**config.mk**
```make
export PLATFORM = sky130hd
export DESIGN_NAME = command_apdu_parser
export DESIGN_NICKNAME = d
export VERILOG_FILES = /design/src/sv/apdu_pkg.sv /design/src/sv/apdu_front.sv /design/src/sv/apdu_queue.sv /design/src/sv/apdu_back.sv /design/src/sv/command_apdu_parser.sv
export SDC_FILE = /design/constraint.sdc
export NUM_CORES = 1
export LEC_CHECK = 0
export ABC_AREA = 1
export CORE_MARGIN = 2
export CORE_UTILIZATION = 45
export DETAILED_ROUTE_END_ITERATION = 7
export DONT_BUFFER_PORTS = 1
export MAX_ROUTING_LAYER = met4
export SYNTH_ARGS = -nofsm -noshare
export SYNTH_HDL_FRONTEND = slang
export SYNTH_SLANG_ARGS = --single-unit
export TNS_END_PERCENT = 50
```
**constraint.sdc**
```tcl
create_clock -name clk -period 6.6 [get_ports clk]
set_clock_uncertainty 0.2 [all_clocks]
set_input_delay 0 -clock clk [delete_from_list [all_inputs] [get_ports clk]]
set_output_delay 0 -clock clk [all_outputs]
set_load 0.01 [all_outputs]
```
**src/sv/apdu_pkg.sv**
```systemverilog
`timescale 1ns / 1ps
// Shared types and constants for the command APDU parser.
// No dependencies; used by every module of the block.
package apdu_pkg;

    localparam int FRAME_CNT_W = 17;
    localparam int QUEUE_DEPTH = 2;
    localparam logic [15:0] EXT_DATA_MAX_RST = 16'd1024;

    localparam logic [1:0] PS_OK        = 2'd0;
    localparam logic [1:0] PS_SHORT     = 2'd1;
    localparam logic [1:0] PS_BAD_LEN   = 2'd2;
    localparam logic [1:0] PS_LC_LARGE  = 2'd3;

    localparam logic [15:0] SW_OK        = 16'h9000;
    localparam logic [15:0] SW_WRONG_LEN = 16'h6700;

    localparam logic [2:0] CASE_NONE = 3'd0;
    localparam logic [2:0] CASE_1    = 3'd1;
    localparam logic [2:0] CASE_2    = 3'd2;
    localparam logic [2:0] CASE_3    = 3'd3;
    localparam logic [2:0] CASE_4    = 3'd4;

    localparam logic [2:0] CC_OK       = 3'd0;
    localparam logic [2:0] CC_CHANNEL  = 3'd1;
    localparam logic [2:0] CC_SECURE   = 3'd2;
    localparam logic [2:0] CC_CHAINING = 3'd3;
    localparam logic [2:0] CC_INVALID  = 3'd4;

    typedef struct packed {
        logic [7:0] byte_in;
        logic       frame_last;
    } apdu_in_t;

    typedef struct packed {
        logic [1:0]  parse_status;
        logic [15:0] status_word;
        logic [2:0]  command_case;
        logic        is_extended;
        logic [7:0]  class_byte;
        logic [7:0]  instruction;
        logic [7:0]  param1;
        logic [7:0]  param2;
        logic [15:0] data_length;
        logic        expect_present;
        logic [16:0] expect_length;
        logic [2:0]  class_check;
    } apdu_out_t;

    // Snapshot of one finished frame, handed from front to back.
    typedef struct packed {
        logic [31:0]            header_bytes;
        logic [23:0]            length_bytes;
        logic [15:0]            recent_bytes;
        logic [FRAME_CNT_W-1:0] frame_count;
        logic                   over;
    } apdu_frame_t;

    typedef struct packed {
        logic full;
        logic empty;
    } apdu_q_stat_t;

endpackage

```
**src/sv/apdu_front.sv**
```systemverilog
`timescale 1ns / 1ps
// Front end: accepts frame bytes, counts them and captures header and length bytes.
// Depends on apdu_pkg.
module apdu_front #(
    parameter int MAX_FRAME_LEN = 65535
) (
    input  logic                 clk,
    input  logic                 rst_n,
    input  logic                 in_valid,
    output logic                 in_stall,
    input  apdu_pkg::apdu_in_t   in_word,
    input  apdu_pkg::apdu_q_stat_t q_stat,
    output logic                 push,
    output apdu_pkg::apdu_frame_t push_frame
);

    localparam int CNT_W = $clog2(MAX_FRAME_LEN + 2);

    logic [CNT_W-1:0] count_reg, count_next;
    logic [31:0]      header_reg, header_next;
    logic [23:0]      length_reg, length_next;
    logic [15:0]      recent_reg, recent_next;
    logic             accept;
    logic [1:0]       hidx;
    logic [1:0]       lidx;

    assign in_stall = q_stat.full;
    assign accept   = in_valid && !in_stall;
    assign push     = accept && in_word.frame_last;
    assign hidx     = 2'd3 - count_reg[1:0];
    assign lidx     = 2'd2 - count_reg[1:0];

    always_comb
    begin
        count_next  = count_reg;
        header_next = header_reg;
        length_next = length_reg;
        recent_next = recent_reg;
        if (accept)
        begin
            if (count_reg < CNT_W'(4))
            begin
                header_next[{hidx, 3'b000} +: 8] = in_word.byte_in;
            end
            else if (count_reg < CNT_W'(7))
            begin
                length_next[{lidx, 3'b000} +: 8] = in_word.byte_in;
            end
            recent_next = {recent_reg[7:0], in_word.byte_in};
            if (count_reg <= CNT_W'(MAX_FRAME_LEN))
            begin
                count_next = count_reg + CNT_W'(1);
            end
        end
    end

    always_comb
    begin
        push_frame.header_bytes = header_next;
        push_frame.length_bytes = length_next;
        push_frame.recent_bytes = recent_next;
        push_frame.frame_count  = apdu_pkg::FRAME_CNT_W'(count_next);
        push_frame.over         = count_next > CNT_W'(MAX_FRAME_LEN);
    end

    always_ff @(posedge clk or negedge rst_n)
    begin
        if (!rst_n)
        begin
            count_reg  <= '0;
            header_reg <= '0;
            length_reg <= '0;
            recent_reg <= '0;
        end
        else if (push)
        begin
            count_reg  <= '0;
            header_reg <= '0;
            length_reg <= '0;
            recent_reg <= '0;
        end
        else
        begin
            count_reg  <= count_next;
            header_reg <= header_next;
            length_reg <= length_next;
            recent_reg <= recent_next;
        end
    end

endmodule

```
**src/sv/apdu_queue.sv**
```systemverilog
`timescale 1ns / 1ps
// Short queue of finished frame snapshots between front and back.
// Depends on apdu_pkg.
module apdu_queue (
    input  logic                   clk,
    input  logic                   rst_n,
    input  logic                   push,
    input  apdu_pkg::apdu_frame_t  push_frame,
    input  logic                   pop,
    output apdu_pkg::apdu_frame_t  head_frame,
    output apdu_pkg::apdu_q_stat_t q_stat
);

    localparam int PTR_W = $clog2(apdu_pkg::QUEUE_DEPTH);

    apdu_pkg::apdu_frame_t entry_reg [apdu_pkg::QUEUE_DEPTH];
    logic [PTR_W-1:0] wr_ptr_reg, rd_ptr_reg;
    logic [PTR_W:0]   fill_reg, fill_next;
    logic             do_push, do_pop;

    assign q_stat.full  = fill_reg == (PTR_W + 1)'(apdu_pkg::QUEUE_DEPTH);
    assign q_stat.empty = fill_reg == '0;
    assign do_push      = push && !q_stat.full;
    assign do_pop       = pop && !q_stat.empty;
    assign head_frame   = entry_reg[rd_ptr_reg];

    always_comb
    begin
        fill_next = fill_reg;
        if (do_push && !do_pop)
        begin
            fill_next = fill_reg + (PTR_W + 1)'(1);
        end
        else if (do_pop && !do_push)
        begin
            fill_next = fill_reg - (PTR_W + 1)'(1);
        end
    end

    always_ff @(posedge clk)
    begin
        if (do_push)
        begin
            entry_reg[wr_ptr_reg] <= push_frame;
        end
    end

    always_ff @(posedge clk or negedge rst_n)
    begin
        if (!rst_n)
        begin
            wr_ptr_reg <= '0;
            rd_ptr_reg <= '0;
            fill_reg   <= '0;
        end
        else
        begin
            if (do_push)
            begin
                wr_ptr_reg <= wr_ptr_reg + PTR_W'(1);
            end
            if (do_pop)
            begin
                rd_ptr_reg <= rd_ptr_reg + PTR_W'(1);
            end
            fill_reg <= fill_next;
        end
    end

endmodule

```
**src/sv/apdu_back.sv**
```systemverilog
`timescale 1ns / 1ps
// Back end: classifies a finished frame, decodes Lc/Le, checks CLA, holds the result word.
// Depends on apdu_pkg.
module apdu_back (
    input  logic                   clk,
    input  logic                   rst_n,
    input  logic                   cfg_valid,
    output logic                   cfg_ready,
    input  logic [15:0]            cfg_data,
    input  apdu_pkg::apdu_frame_t  head_frame,
    input  apdu_pkg::apdu_q_stat_t q_stat,
    output logic                   pop,
    output logic                   out_valid,
    input  logic                   out_stall,
    output apdu_pkg::apdu_out_t    out_word
);

    localparam int NW = apdu_pkg::FRAME_CNT_W;

    logic [15:0]         ext_max_reg;
    logic                out_valid_reg;
    apdu_pkg::apdu_out_t out_reg, out_next;

    logic [NW-1:0] n;
    logic [7:0]    p3;
    logic [15:0]   w56;
    logic [7:0]    lb;
    logic [15:0]   lw;
    logic [7:0]    cla;
    logic [1:0]    st;
    logic [2:0]    acase;
    logic          ext;
    logic [15:0]   lc;
    logic          lep;
    logic [16:0]   le;
    logic          over;

    function automatic logic [2:0] cla_check(input logic [7:0] c);
        logic [2:0] r;
        begin
            if (c == 8'hFF || (c & 8'hE0) != 8'h00)
                r = apdu_pkg::CC_INVALID;
            else if ((c & 8'h10) != 8'h00)
                r = apdu_pkg::CC_CHAINING;
            else if ((c & 8'h0C) != 8'h00)
                r = apdu_pkg::CC_SECURE;
            else if ((c & 8'h03) != 8'h00)
                r = apdu_pkg::CC_CHANNEL;
            else
                r = apdu_pkg::CC_OK;
            return r;
        end
    endfunction

    assign cfg_ready = 1'b1;
    assign pop       = !q_stat.empty && (!out_valid_reg || !out_stall);
    assign out_valid = out_valid_reg;
    assign out_word  = out_reg;

    always_comb
    begin
        n     = head_frame.frame_count;
        over  = head_frame.over;
        p3    = head_frame.length_bytes[23:16];
        w56   = head_frame.length_bytes[15:0];
        lb    = head_frame.recent_bytes[7:0];
        lw    = head_frame.recent_bytes;
        cla   = head_frame.header_bytes[31:24];
        st    = apdu_pkg::PS_OK;
        acase = apdu_pkg::CASE_NONE;
        ext   = 1'b0;
        lc    = '0;
        lep   = 1'b0;
        le    = '0;
        if (n < NW'(4))
        begin
            st = apdu_pkg::PS_SHORT;
        end
        else if (n == NW'(4))
        begin
            acase = apdu_pkg::CASE_1;
        end
        else if (n == NW'(5))
        begin
            acase = apdu_pkg::CASE_2;
            lep   = 1'b1;
            le    = (p3 == 8'd0) ? 17'd256 : 17'(p3);
        end
        else if (p3 != 8'd0)
        begin
            if (!over && n == NW'(p3) + NW'(5))
            begin
                acase = apdu_pkg::CASE_3;
                lc    = 16'(p3);
            end
            else if (!over && n == NW'(p3) + NW'(6))
            begin
                acase = apdu_pkg::CASE_4;
                lc    = 16'(p3);
                lep   = 1'b1;
                le    = (lb == 8'd0) ? 17'd256 : 17'(lb);
            end
            else
            begin
                st = apdu_pkg::PS_BAD_LEN;
            end
        end
        else if (n == NW'(6))
        begin
            st = apdu_pkg::PS_BAD_LEN;
        end
        else if (n == NW'(7))
        begin
            acase = apdu_pkg::CASE_2;
            ext   = 1'b1;
            lep   = 1'b1;
            le    = (w56 == 16'd0) ? 17'd65536 : 17'(w56);
        end
        else if (w56 == 16'd0)
        begin
            st = apdu_pkg::PS_BAD_LEN;
        end
        else if (w56 > ext_max_reg)
        begin
            st = apdu_pkg::PS_LC_LARGE;
        end
        else if (!over && n == NW'(w56) + NW'(7))
        begin
            acase = apdu_pkg::CASE_3;
            ext   = 1'b1;
            lc    = w56;
        end
        else if (!over && n == NW'(w56) + NW'(9))
        begin
            acase = apdu_pkg::CASE_4;
            ext   = 1'b1;
            lc    = w56;
            lep   = 1'b1;
            le    = (lw == 16'd0) ? 17'd65536 : 17'(lw);
        end
        else
        begin
            st = apdu_pkg::PS_BAD_LEN;
        end

        out_next              = '0;
        out_next.parse_status = st;
        out_next.status_word  = (st == apdu_pkg::PS_OK) ? apdu_pkg::SW_OK
                                                        : apdu_pkg::SW_WRONG_LEN;
        if (st == apdu_pkg::PS_OK)
        begin
            out_next.command_case   = acase;
            out_next.is_extended    = ext;
            out_next.class_byte     = cla;
            out_next.instruction    = head_frame.header_bytes[23:16];
            out_next.param1         = head_frame.header_bytes[15:8];
            out_next.param2         = head_frame.header_bytes[7:0];
            out_next.data_length    = lc;
            out_next.expect_present = lep;
            out_next.expect_length  = le;
            out_next.class_check    = cla_check(cla);
        end
    end

    always_ff @(posedge clk)
    begin
        if (pop)
        begin
            out_reg <= out_next;
        end
    end

    always_ff @(posedge clk or negedge rst_n)
    begin
        if (!rst_n)
        begin
            ext_max_reg   <= apdu_pkg::EXT_DATA_MAX_RST;
            out_valid_reg <= 1'b0;
        end
        else
        begin
            if (cfg_valid && cfg_ready)
            begin
                ext_max_reg <= cfg_data;
            end
            if (pop)
            begin
                out_valid_reg <= 1'b1;
            end
            else if (!out_stall)
            begin
                out_valid_reg <= 1'b0;
            end
        end
    end

endmodule

```
**src/sv/command_apdu_parser.sv**
```systemverilog
`timescale 1ns / 1ps
// Top level of the command APDU parser: front end, frame queue and back end.
// Depends on apdu_pkg, apdu_front, apdu_queue, apdu_back.
//
// Takes one command APDU byte per cycle while in_stall is low, flagged
// frame_last on the final byte, and returns one result word per frame: parse
// status, status word, ISO case, decoded Lc and Le, the header bytes and a CLA
// check. A byte is taken in each cycle in which in_stall is low; the front end
// only counts and captures, and on the last byte hands a frame snapshot to a
// two-entry queue. The back end classifies the queue head combinationally into
// its output register. in_stall rises only when the queue is full, which
// happens only if out_stall holds back results. cfg_data sets the largest
// extended Lc accepted (reset 1024); write it while no frame is in progress.
module command_apdu_parser #(
    parameter int MAX_FRAME_LEN = 65535
) (
    input  logic                clk,
    input  logic                rst_n,
    input  logic                in_valid,
    output logic                in_stall,
    input  apdu_pkg::apdu_in_t  in_word,
    output logic                out_valid,
    input  logic                out_stall,
    output apdu_pkg::apdu_out_t out_word,
    input  logic                cfg_valid,
    output logic                cfg_ready,
    input  logic [15:0]         cfg_data
);

    logic                   push;
    logic                   pop;
    apdu_pkg::apdu_frame_t  push_frame;
    apdu_pkg::apdu_frame_t  head_frame;
    apdu_pkg::apdu_q_stat_t q_stat;

    apdu_front #(
        .MAX_FRAME_LEN (MAX_FRAME_LEN)
    ) u_front (
        .clk        (clk),
        .rst_n      (rst_n),
        .in_valid   (in_valid),
        .in_stall   (in_stall),
        .in_word    (in_word),
        .q_stat     (q_stat),
        .push       (push),
        .push_frame (push_frame)
    );

    apdu_queue u_queue (
        .clk        (clk),
        .rst_n      (rst_n),
        .push       (push),
        .push_frame (push_frame),
        .pop        (pop),
        .head_frame (head_frame),
        .q_stat     (q_stat)
    );

    apdu_back u_back (
        .clk        (clk),
        .rst_n      (rst_n),
        .cfg_valid  (cfg_valid),
        .cfg_ready  (cfg_ready),
        .cfg_data   (cfg_data),
        .head_frame (head_frame),
        .q_stat     (q_stat),
        .pop        (pop),
        .out_valid  (out_valid),
        .out_stall  (out_stall),
        .out_word   (out_word)
    );

endmodule

```
==> impl_metrics.ini, run 1 <==
[cts]
clk_path_buf_depth = 3
numCtsBuffers = 41
cts.sinks = 367
clock_latency_ps = 580
postCtsSetupRepairBufs = 0
clk_pin_slew_ps = 60
clockRootBuffer = clkbuf_16
h-tree-depth = 2
tritoncts = yes

[floorplanning]
die_x_um = 204
rows = 73
fp.coreArea_um2 = 39600
initial_core_util_pct = 45.5
dieArea_um2 = 41700
ioPinCount = 124
fp.dieH_um = 204

[route]
dr_total_vias = 13300
remaining_drc_errors = 0
viasPerCell = 5.22
routed_wl_mm = 47.8
drtIter0Drc = 1136
wire_per_inst_um = 18.7
firstDrtPassIters = 5
detail-route-antenna-nets = 0

[synthesis]
synth_seq_area_share_pct = 58.1
synthDistinctLibCells = 47
synthArstFlopShare_pct = 30.0
synthTopCellsByArea = edfxtp_1 (43%), dfrtp_1 (15%), nand2_1 (12%)
synth-edff-count = 257
synth_ff_type = edfxtp_1
ys_ff_latch = 367
syn_inst = 1958
synth_area_leader_cell = edfxtp_1
synth_area_per_cell_um2 = 9.20
syn-cell-area_um2 = 18000
yosysWarnings = 0
yosysTopAreaCellShare_pct = 42.8

[hold_path]
whs_endpoint = u_front.header_reg[23]$_DFF_PN0_
worstHoldStart = in_word[8]
hold_path_depth = 3
hold_path.class = in -> reg

[run]
maxCapViolCount = 0

[pwr]
cellPowerDensity_nw_per_um2 = 421
p_leak_nw = 8.93
ir_drop_mv = 0.529
power_mw = 8.53

[cells_and_area]
nets = 2057
final_cell_area_um2 = 20300
mostFrequentLayoutCells = nand2_1 (590), edfxtp_1 (257), inv_1 (203), nor2_1 (153), dfrtp_1 (108)
fin_util_pct = 51.2
final_common_cell = nand2_1
num_antenna_cells = 0
nFillCells = 3666
syn_to_final_growth_pct = 12.6
drive_above_1_share_pct = 8.23
largest_reg_flops = 180

[timing]
maxSlewViolCount = 0
worst_pin_slew_ps = 1100
setup_viol_count_final = 0
fmax_mhz = 198
setup_tns_ps = 0
post-route-min-period_ps = 5040
rsz0062_at_grt = false
hold_viol = 0
post-route-period-util_pct = 76.4
fin_ws_ps = 1560
slew_headroom_pct = 26.5

[worst_setup_path]
crit_path_start = u_queue.rd_ptr_reg$_DFFE_PN0P_
cp_top_family = simple AND/OR/NAND/NOR gates
cp-start-kind = register
required_ps = 6790
cp_max_fo = 52
end_kind = register
rr_startpoint = u_queue.rd_ptr_reg$_DFFE_PN0P_
critical_path_arrival_ps = 5230
ff2ff_path_depth = 17
crit_slowest_cell = inv_2
worstSetupPathType = reg -> reg
r2r_end = u_back.out_word[43]$_SDFFCE_PP0P_
path_buf_inv = 3
cp_cell_sequence = inv_2, nand2_1, nand2_1, inv_1, ha_1, nand2_1, inv_1, nand3_1, nor3_1, nand3_1, a21oi_1, nand3_2, nand3_1, nand2_1, nand2_4, nand2_2, a21oi_1
rrSetupSlack_ps = 1560
crit_path_max_incr_delay_ps = 680
cp_common_cell = nand2_1

[placed_design]
dpl_cell_area_um2 = 18400
portBuffers = 0
place.gp.congestion = 0.969
dp_hpwl_mm = 33.3
post-place-ws_ps = 1490

[global_route]
first_global_vias = 12800
grt_pass1_wl_mm = 73.9
grt_max_degree = 110
grtUsageTotal_pct = 24.0
antenna_found_initial = 0
grt_overflow = 0

[status]
status = complete, no violations
[repair_timing]
| item | 4_1_cts | 5_1_grt |
|---|---|---|
| hold buffers | 49 | 0 |
| endpoints found under the hold margin | 395 | 0 |
| resized for setup | 0 | 0 |
[how the worst max path moves through the flow]
stage,end,slack [ps],depth (start not counted)
detailed placement,u_back.out_word[41]$_SDFFCE_PP0P_,1490,17
global route,u_back.out_word[0]$_SDFFCE_PP0P_,960,17
global placement,u_back.out_word[87]$_DFFE_PP_,1720,16
CTS,u_back.out_word[43]$_SDFFCE_PP0P_,1490,17
floorplan,u_queue.entry_reg[0][0]$_DFFE_PP_,1260,5
finish,u_back.out_word[43]$_SDFFCE_PP0P_,1560,17
[Yosys cell counts, types with 2 or more instances]
cell / instances
mux2i_1: 16
o211ai_1: 2
nor2_2: 13
a21oi_1: 100
nand2_1: 590
nor2_1: 155
buf_2: 9
nand4_1: 64
nand3_1: 78
ha_1: 30
a21oi_2: 12
clkbuf_1: 31
buf_4: 21
or2_1: 3
nand3_2: 3
conb_1: 2
o21ai_2: 3
edfxtp_1: 257
inv_1: 204
xnor2_1: 9
or2_2: 19
buf_1: 4
nor4_1: 5
o22ai_1: 4
xor2_1: 23
nor3_1: 29
buf_6: 7
inv_2: 15
nand3b_1: 7
o21ai_0: 87
o21ai_1: 13
nand2_2: 17
clkinv_1: 3
nor3_2: 2
dfrtp_1: 109
[logic make-up (layout without fill, tap and decap cells)]
logic type / count (synthesis) / count (layout) / share of synthesized area, %
AOI/OAI and AO/OA: 224 / 224 / 6.64
xor gates and xnor gates: 32 / 32 / 1.56
adders and majority gates: 30 / 30 / 2.08
buffers and inverters: 294 / 358 / 6.92
DFF: 367 / 367 / 58.1
muxes: 17 / 17 / 0.951
other: 2 / 10 / 0.0417
and+or+nand+nor: 992 / 992 / 23.7
[power breakdown]
| group | internal (mW) | total, mW | switching, mW |
|---|---|---|---|
| sequential | 3.10 | 3.36 | 0.264 |
| clock | 1.35 | 2.28 | 0.931 |
| combinational | 0.727 | 2.89 | 2.17 |
[worst register-to-register path, delay by kind of cell (launching register included)]
family	cells	cell delay, ps
AO/OA/AOI/OAI	2	750
buffers and inverters	3	850
flip-flops	1	480
adder cells (fa/ha/maj)	1	310
AND/OR/NAND/NOR	11	2280
[cell type report]
cell class              count  area, um2  area share (%)
inverters                 222        835            4.11
well taps                 525        657            3.24
clock inverters            13        159           0.783
flip-flops and latches    367      10500            51.6
multi-input cells        1305       6350            31.3
clock buffers              63       1200            5.92
repair buffers             60        608            3.00
[per-stage QoR]
stage / cells / hold WS (ps)
after CTS: 2555 / 114
after floorplan: 1966 / -496
final: 2555 / 150
after detailed placement: 2430 / -490
after global routing: 2555 / 136
after global placement: 2430 / -489
[routing by layer]
metal,GRT usage (%),vias to the layer above,wire length (um)
met5,-,-,0
met2,36.8,387,22000
met4,8.49,0,1530
met1,32.0,6324,21400
met3,4.32,95,2850
li1,-,6522,-
Note: power is estimated with default switching activity, not from simulation.
==> run 2, diff against run 1 <==
Clock period 6.6 ns to 5.16 ns, I/O delays scaled along.
==> run 2 against run 1 <==
Via count increased by 0.65%. Register-to-register slack got worse by 810 ps. Total power increased by 28%. Count of clock-buffer cells in the layout decreased by 1. Sequential power increased by 28%. Final area increased by 0.19%. Utilization increased by 0.098 points. Highest routed layer unchanged. Combinational power increased by 31%. Die area unchanged. First-iteration DRC count decreased by 11%. Final cell count increased by 0.27%.
==> impl_metrics.ini, run 2 (synthesis gave the netlist of run 1 again) <==
[timing]
post-route-min-period_ps = 4410
setup_viol_count_final = 0
maxSlewViolCount = 0
fmax_mhz = 227
worst_pin_slew_ps = 1140
rsz0062_at_grt = false
fin_ws_ps = 749
hold_viol = 0
slew_headroom_pct = 23.4
fin_hold_ws_ps = 113
post-route-period-util_pct = 85.5

[cts]
numCtsBuffers = 41
cts_resized = 0
tritoncts = yes
clockRootBuffer = clkbuf_16
h-tree-depth = 2
clk_pin_slew_ps = 60
clock_latency_ps = 580
clk_path_buf_depth = 3
cts.sinks = 367

[worst_setup_path]
rrSetupSlack_ps = 750
end_kind = register
worstSetupPathType = reg -> reg
ff2ff_path_depth = 18
required_ps = 5350
cp-start-kind = register
rr_startpoint = u_queue.rd_ptr_reg$_DFFE_PN0P_
crit_path_start = u_queue.rd_ptr_reg$_DFFE_PN0P_
crit_path_end = u_back.out_word[1]$_SDFFCE_PP0P_
critical_path_arrival_ps = 4600
cp_max_fo = 37
r2r_end = u_back.out_word[1]$_SDFFCE_PP0P_

[floorplanning]
die_x_um = 204
dieArea_um2 = 41700
rows = 73
ioPinCount = 124
fp.coreArea_um2 = 39600
initial_core_util_pct = 45.5
fp.dieH_um = 204

[global_route]
antenna_found_initial = 0
first_global_vias = 12900
grt_pass1_wl_mm = 75.4
grt_overflow = 0
grtUsageTotal_pct = 24.4
grt_max_degree = 110

[route]
viasPerCell = 5.24
drtIter0Drc = 1011
routed_wl_mm = 48.8
firstDrtPassIters = 5
dr_total_vias = 13400
detail-route-antenna-nets = 0
wire_per_inst_um = 19.0
remaining_drc_errors = 0

[cells_and_area]
drive_above_1_share_pct = 8.79
multiInputGateArea_um2 = 6350
final_common_cell = nand2_1
syn_to_final_growth_pct = 12.8
mostFrequentLayoutCells = nand2_1 (590), edfxtp_1 (257), inv_1 (203), nor2_1 (153), dfrtp_1 (108)
num_antenna_cells = 0
largest_reg_flops = 180
nets = 2064
nFillCells = 3670
final-seq-area_um2 = 10500

[run]
maxCapViolCount = 0

[placed_design]
portBuffers = 0
place.gp.congestion = 0.931
post-place-ws_ps = 910
dp_hpwl_mm = 33.4

[pwr]
ir_drop_mv = 0.526
p_leak_nw = 8.96
cellPowerDensity_nw_per_um2 = 536

[status]
status = complete, no violations

[hold_path]
hold_path.class = in -> reg
-- run 2: changes by cell type in the layout (fill, tap and decap cells not counted), moves of 2 or more --
cell,previous run,this run
clkbuf_1,15,12
buf_4,11,15
clkbuf_8,5,8
buf_12,0,3
clkinv_1,5,3
bufinv_16,2,0
clkinv_2,3,9
-- run 2: worst min-delay path by stage --
stage / startpoint / cells after the start / end / slack (ps)
final: in_word[8] / 3 / u_front.length_reg[15]$_DFF_PN0_ / 110
after global placement: rst_n / 0 / u_back.ext_max_reg[14]$_DFFE_PN0P_ / -490
after detailed placement: rst_n / 0 / u_back.ext_max_reg[14]$_DFFE_PN0P_ / -490
after CTS: in_word[8] / 3 / u_front.length_reg[15]$_DFF_PN0_ / 80
after floorplan: rst_n / 0 / u_back.ext_max_reg[0]$_DFFE_PN0P_ / -500
after global routing: in_word[8] / 3 / u_front.length_reg[15]$_DFF_PN0_ / 140
-- run 2: timing repair --
action | in CTS | in global routing
hold endpoints to repair | 335 | 0
setup buffers | 0 | 0
hold buffers | 49 | 0
-- run 2: area by class of cell --
cell class                      instances  area share [%]
Sequential cell                       367            51.5
Multi-Input combinational cell       1305            31.2
Clock buffer                           62            5.94
Inverter                              222            4.11
Timing Repair Buffer                   67            3.44
Tap cell                              525            3.23
Clock inverter                         14           0.505
-- run 2: power by group --
part	total [mW]	switching, mW	internal [mW]	leakage [nW]
Sequential	4.30	0.339	3.96	3.93
Combinational	3.78	2.82	0.961	4.38
Clock	2.83	1.20	1.63	0.648
-- run 2: routing by layer --
layer	part of all wire [%]	routed length, um	track usage, %
met1	46	22500	33.8
met2	46	22600	37.8
met3	5.2	2550	3.25
met4	2.4	1170	7.19
met5	0	0	-
-- run 2: metrics by stage --
stage	cell area [um2]	setup TNS, ps	util [%]	power, mW	cells
floorplan	18100	-32730	-	6.89	1966
global placement	18500	0	46.6	8.01	2437
detailed placement	18500	0	46.6	8.05	2437
CTS	20300	0	51.3	11.0	2562
global route	20300	0	51.3	11.6	2562
finish	20300	0	51.3	10.9	2562
-- run 2: worst max-delay path, cell delays in order, from the launching register on --
cell and delay [ps]:
dfrtp_4 490, inv_2 390, nand2_1 110, nand2_1 290, inv_1 110, ha_1 310, nand2_1 50, inv_1 60
nand3_1 100, nor3_1 470, nand3_1 200, a21oi_1 320, nand2_1 150, nand3_1 90, nand2_1 100, nand2_4 170
nand2_2 70, buf_4 290, nor3_1 220
==> run 3, diff against run 2 <==
Settings changed: CELL_PAD_IN_SITES_DETAIL_PLACEMENT set to 1, CELL_PAD_IN_SITES_GLOBAL_PLACEMENT set to 1, PLACE_DENSITY_LB_ADDON set to 0.1.
Clock period 5.16 ns to 4.4 ns, I/O delays scaled along.
==> run 3 against run 2 <==
Routed wire length up 13%. Final cell count up 0.74%. Non-clock buffer count up 18. Critical path type unchanged. Highest routed layer unchanged. Via count up 2.5%. Die area unchanged. Fmax up 8.3%. Combinational power up 25%. Final area up 0.92%. Clock power up 17%.
==> impl_metrics.ini, run 3 (synthesis gave the netlist of run 1 again) <==
[cts]
h-tree-depth = 2
clk_pin_slew_ps = 60
clockRootBuffer = clkbuf_16
numCtsBuffers = 41
clock_latency_ps = 560
clk_path_buf_depth = 3
tritoncts = yes
cts.sinks = 367

[timing]
fmax_mhz = 246
maxSlewViolCount = 0
slew_headroom_pct = 31.6
setup_viol_count_final = 0
rsz0062_at_grt = false
hold_viol = 0
setup_tns_ps = 0
post-route-period-util_pct = 92.6
worst_pin_slew_ps = 1020
post-route-min-period_ps = 4070
fin_ws_ps = 327

[cells_and_area]
fin_util_pct = 51.7
nFillCells = 4566
nets = 2082
final-seq-area_um2 = 10500
multiInputGateArea_um2 = 6370
syn_to_final_growth_pct = 13.8
final_common_cell = nand2_1
mostFrequentLayoutCells = nand2_1 (590), edfxtp_1 (257), inv_1 (203), nor2_1 (152), dfrtp_1 (108)
drive_above_1_share_pct = 9.64
largest_reg_flops = 180

[global_route]
grt_pass1_wl_mm = 83.6
grtUsageTotal_pct = 27.3
grt_overflow = 0
grt_max_degree = 110
first_global_vias = 14200
antenna_found_initial = 1

[worst_setup_path]
cp-start-kind = register
required_ps = 4480
worstSetupPathType = reg -> reg
critical_path_arrival_ps = 4150
cp_max_fo = 89
end_kind = register
ff2ff_path_depth = 17

[placed_design]
post-place-ws_ps = 101
dp_hpwl_mm = 39.0
place.gp.congestion = 0.927
portBuffers = 0

[route]
wire_per_inst_um = 21.4
firstDrtPassIters = 5
viasPerCell = 5.33
drtIter0Drc = 777
routed_wl_mm = 55.3
remaining_drc_errors = 0
dr_total_vias = 13700
detail-route-antenna-nets = 0

[pwr]
cellPowerDensity_nw_per_um2 = 639
ir_drop_mv = 0.520
p_leak_nw = 9.06

[floorplanning]
dieArea_um2 = 41700
fp.coreArea_um2 = 39600
die_x_um = 204
ioPinCount = 124
rows = 73
initial_core_util_pct = 45.5
fp.dieH_um = 204

[run]
maxCapViolCount = 0

[hold_path]
hold_path_depth = 3
hold_path.class = in -> reg

[status]
status = complete, no violations
[run 3: layer usage]
layer / vias to the layer above / global-route usage (%) / part of all wire [%]
met2: 280 / 42.8 / 47
met4: 0 / 8.67 / 2.9
met3: 94 / 3.46 / 4.0
li1: 6584 / - / -
met5: - / - / 0
met1: 6791 / 37.1 / 47
[run 3: power by group]
part	leakage [nW]	switching, mW	internal [mW]
Clock	0.640	1.40	1.91
Combinational	4.49	3.48	1.25
Sequential	3.93	0.417	4.64
Total	9.06	5.30	7.80
[run 3: layout make-up]
class	count	share of cell area, %
tap	525	3.20
sequential	367	51.1
inverter	222	4.07
clock buffer	56	5.62
timing repair buffer	85	4.24
antenna	2	0.0244
multi-input combinational	1305	31.0
clock inverter	19	0.720
[run 3: worst paths after layout]
path / start / endpoint / slack [ps]
setup / recovery: u_queue.rd_ptr_reg$_DFFE_PN0P_ / u_back.out_word[55]$_SDFFCE_PP0P_ / 330
setup reg to reg: u_queue.rd_ptr_reg$_DFFE_PN0P_ / u_back.out_word[55]$_SDFFCE_PP0P_ / 330
hold reg to reg: u_front.length_reg[22]$_DFF_PN0_ / u_front.length_reg[22]$_DFF_PN0_ / 330
min in group asynchronous: rst_n / u_back.ext_max_reg[10]$_DFFE_PN1P_ / 390
max in group asynchronous: rst_n / u_queue.rd_ptr_reg$_DFFE_PN0P_ / 2960
hold / removal: in_word[8] / u_front.header_reg[23]$_DFF_PN0_ / 130
[run 3: critical path: stages (launching register included)]
cell	delay, ps
dfrtp_4	500
buf_16	250
o21ai_1	490
inv_1	230
ha_1	260
or2_1	300
nand2_1	130
xor2_1	150
nor2_1	60
nand2_1	60
nor2_1	60
nand3_1	70
nand2_1	120
a21oi_2	190
nand2_4	120
nand2_2	100
buf_6	330
a21oi_1	110
[run 3: timing repair]
item,CTS,global route
resized for setup,0,7
setup buffers,0,0
hold endpoints to repair,389,0
setup endpoints to repair,0,60
hold buffers,49,0
[run 3: metrics by stage]
step / total power, mW / instance area [um2] / hold slack [ps] / cells
floorplan: 8.08 / 18100 / -496 / 1966
global placement: 9.56 / 18600 / -490 / 2455
detailed placement: 9.71 / 18600 / -490 / 2455
CTS: 13.1 / 20500 / 95.2 / 2579
global route: 13.9 / 20500 / 140 / 2581
finish: 13.1 / 20500 / 131 / 2581
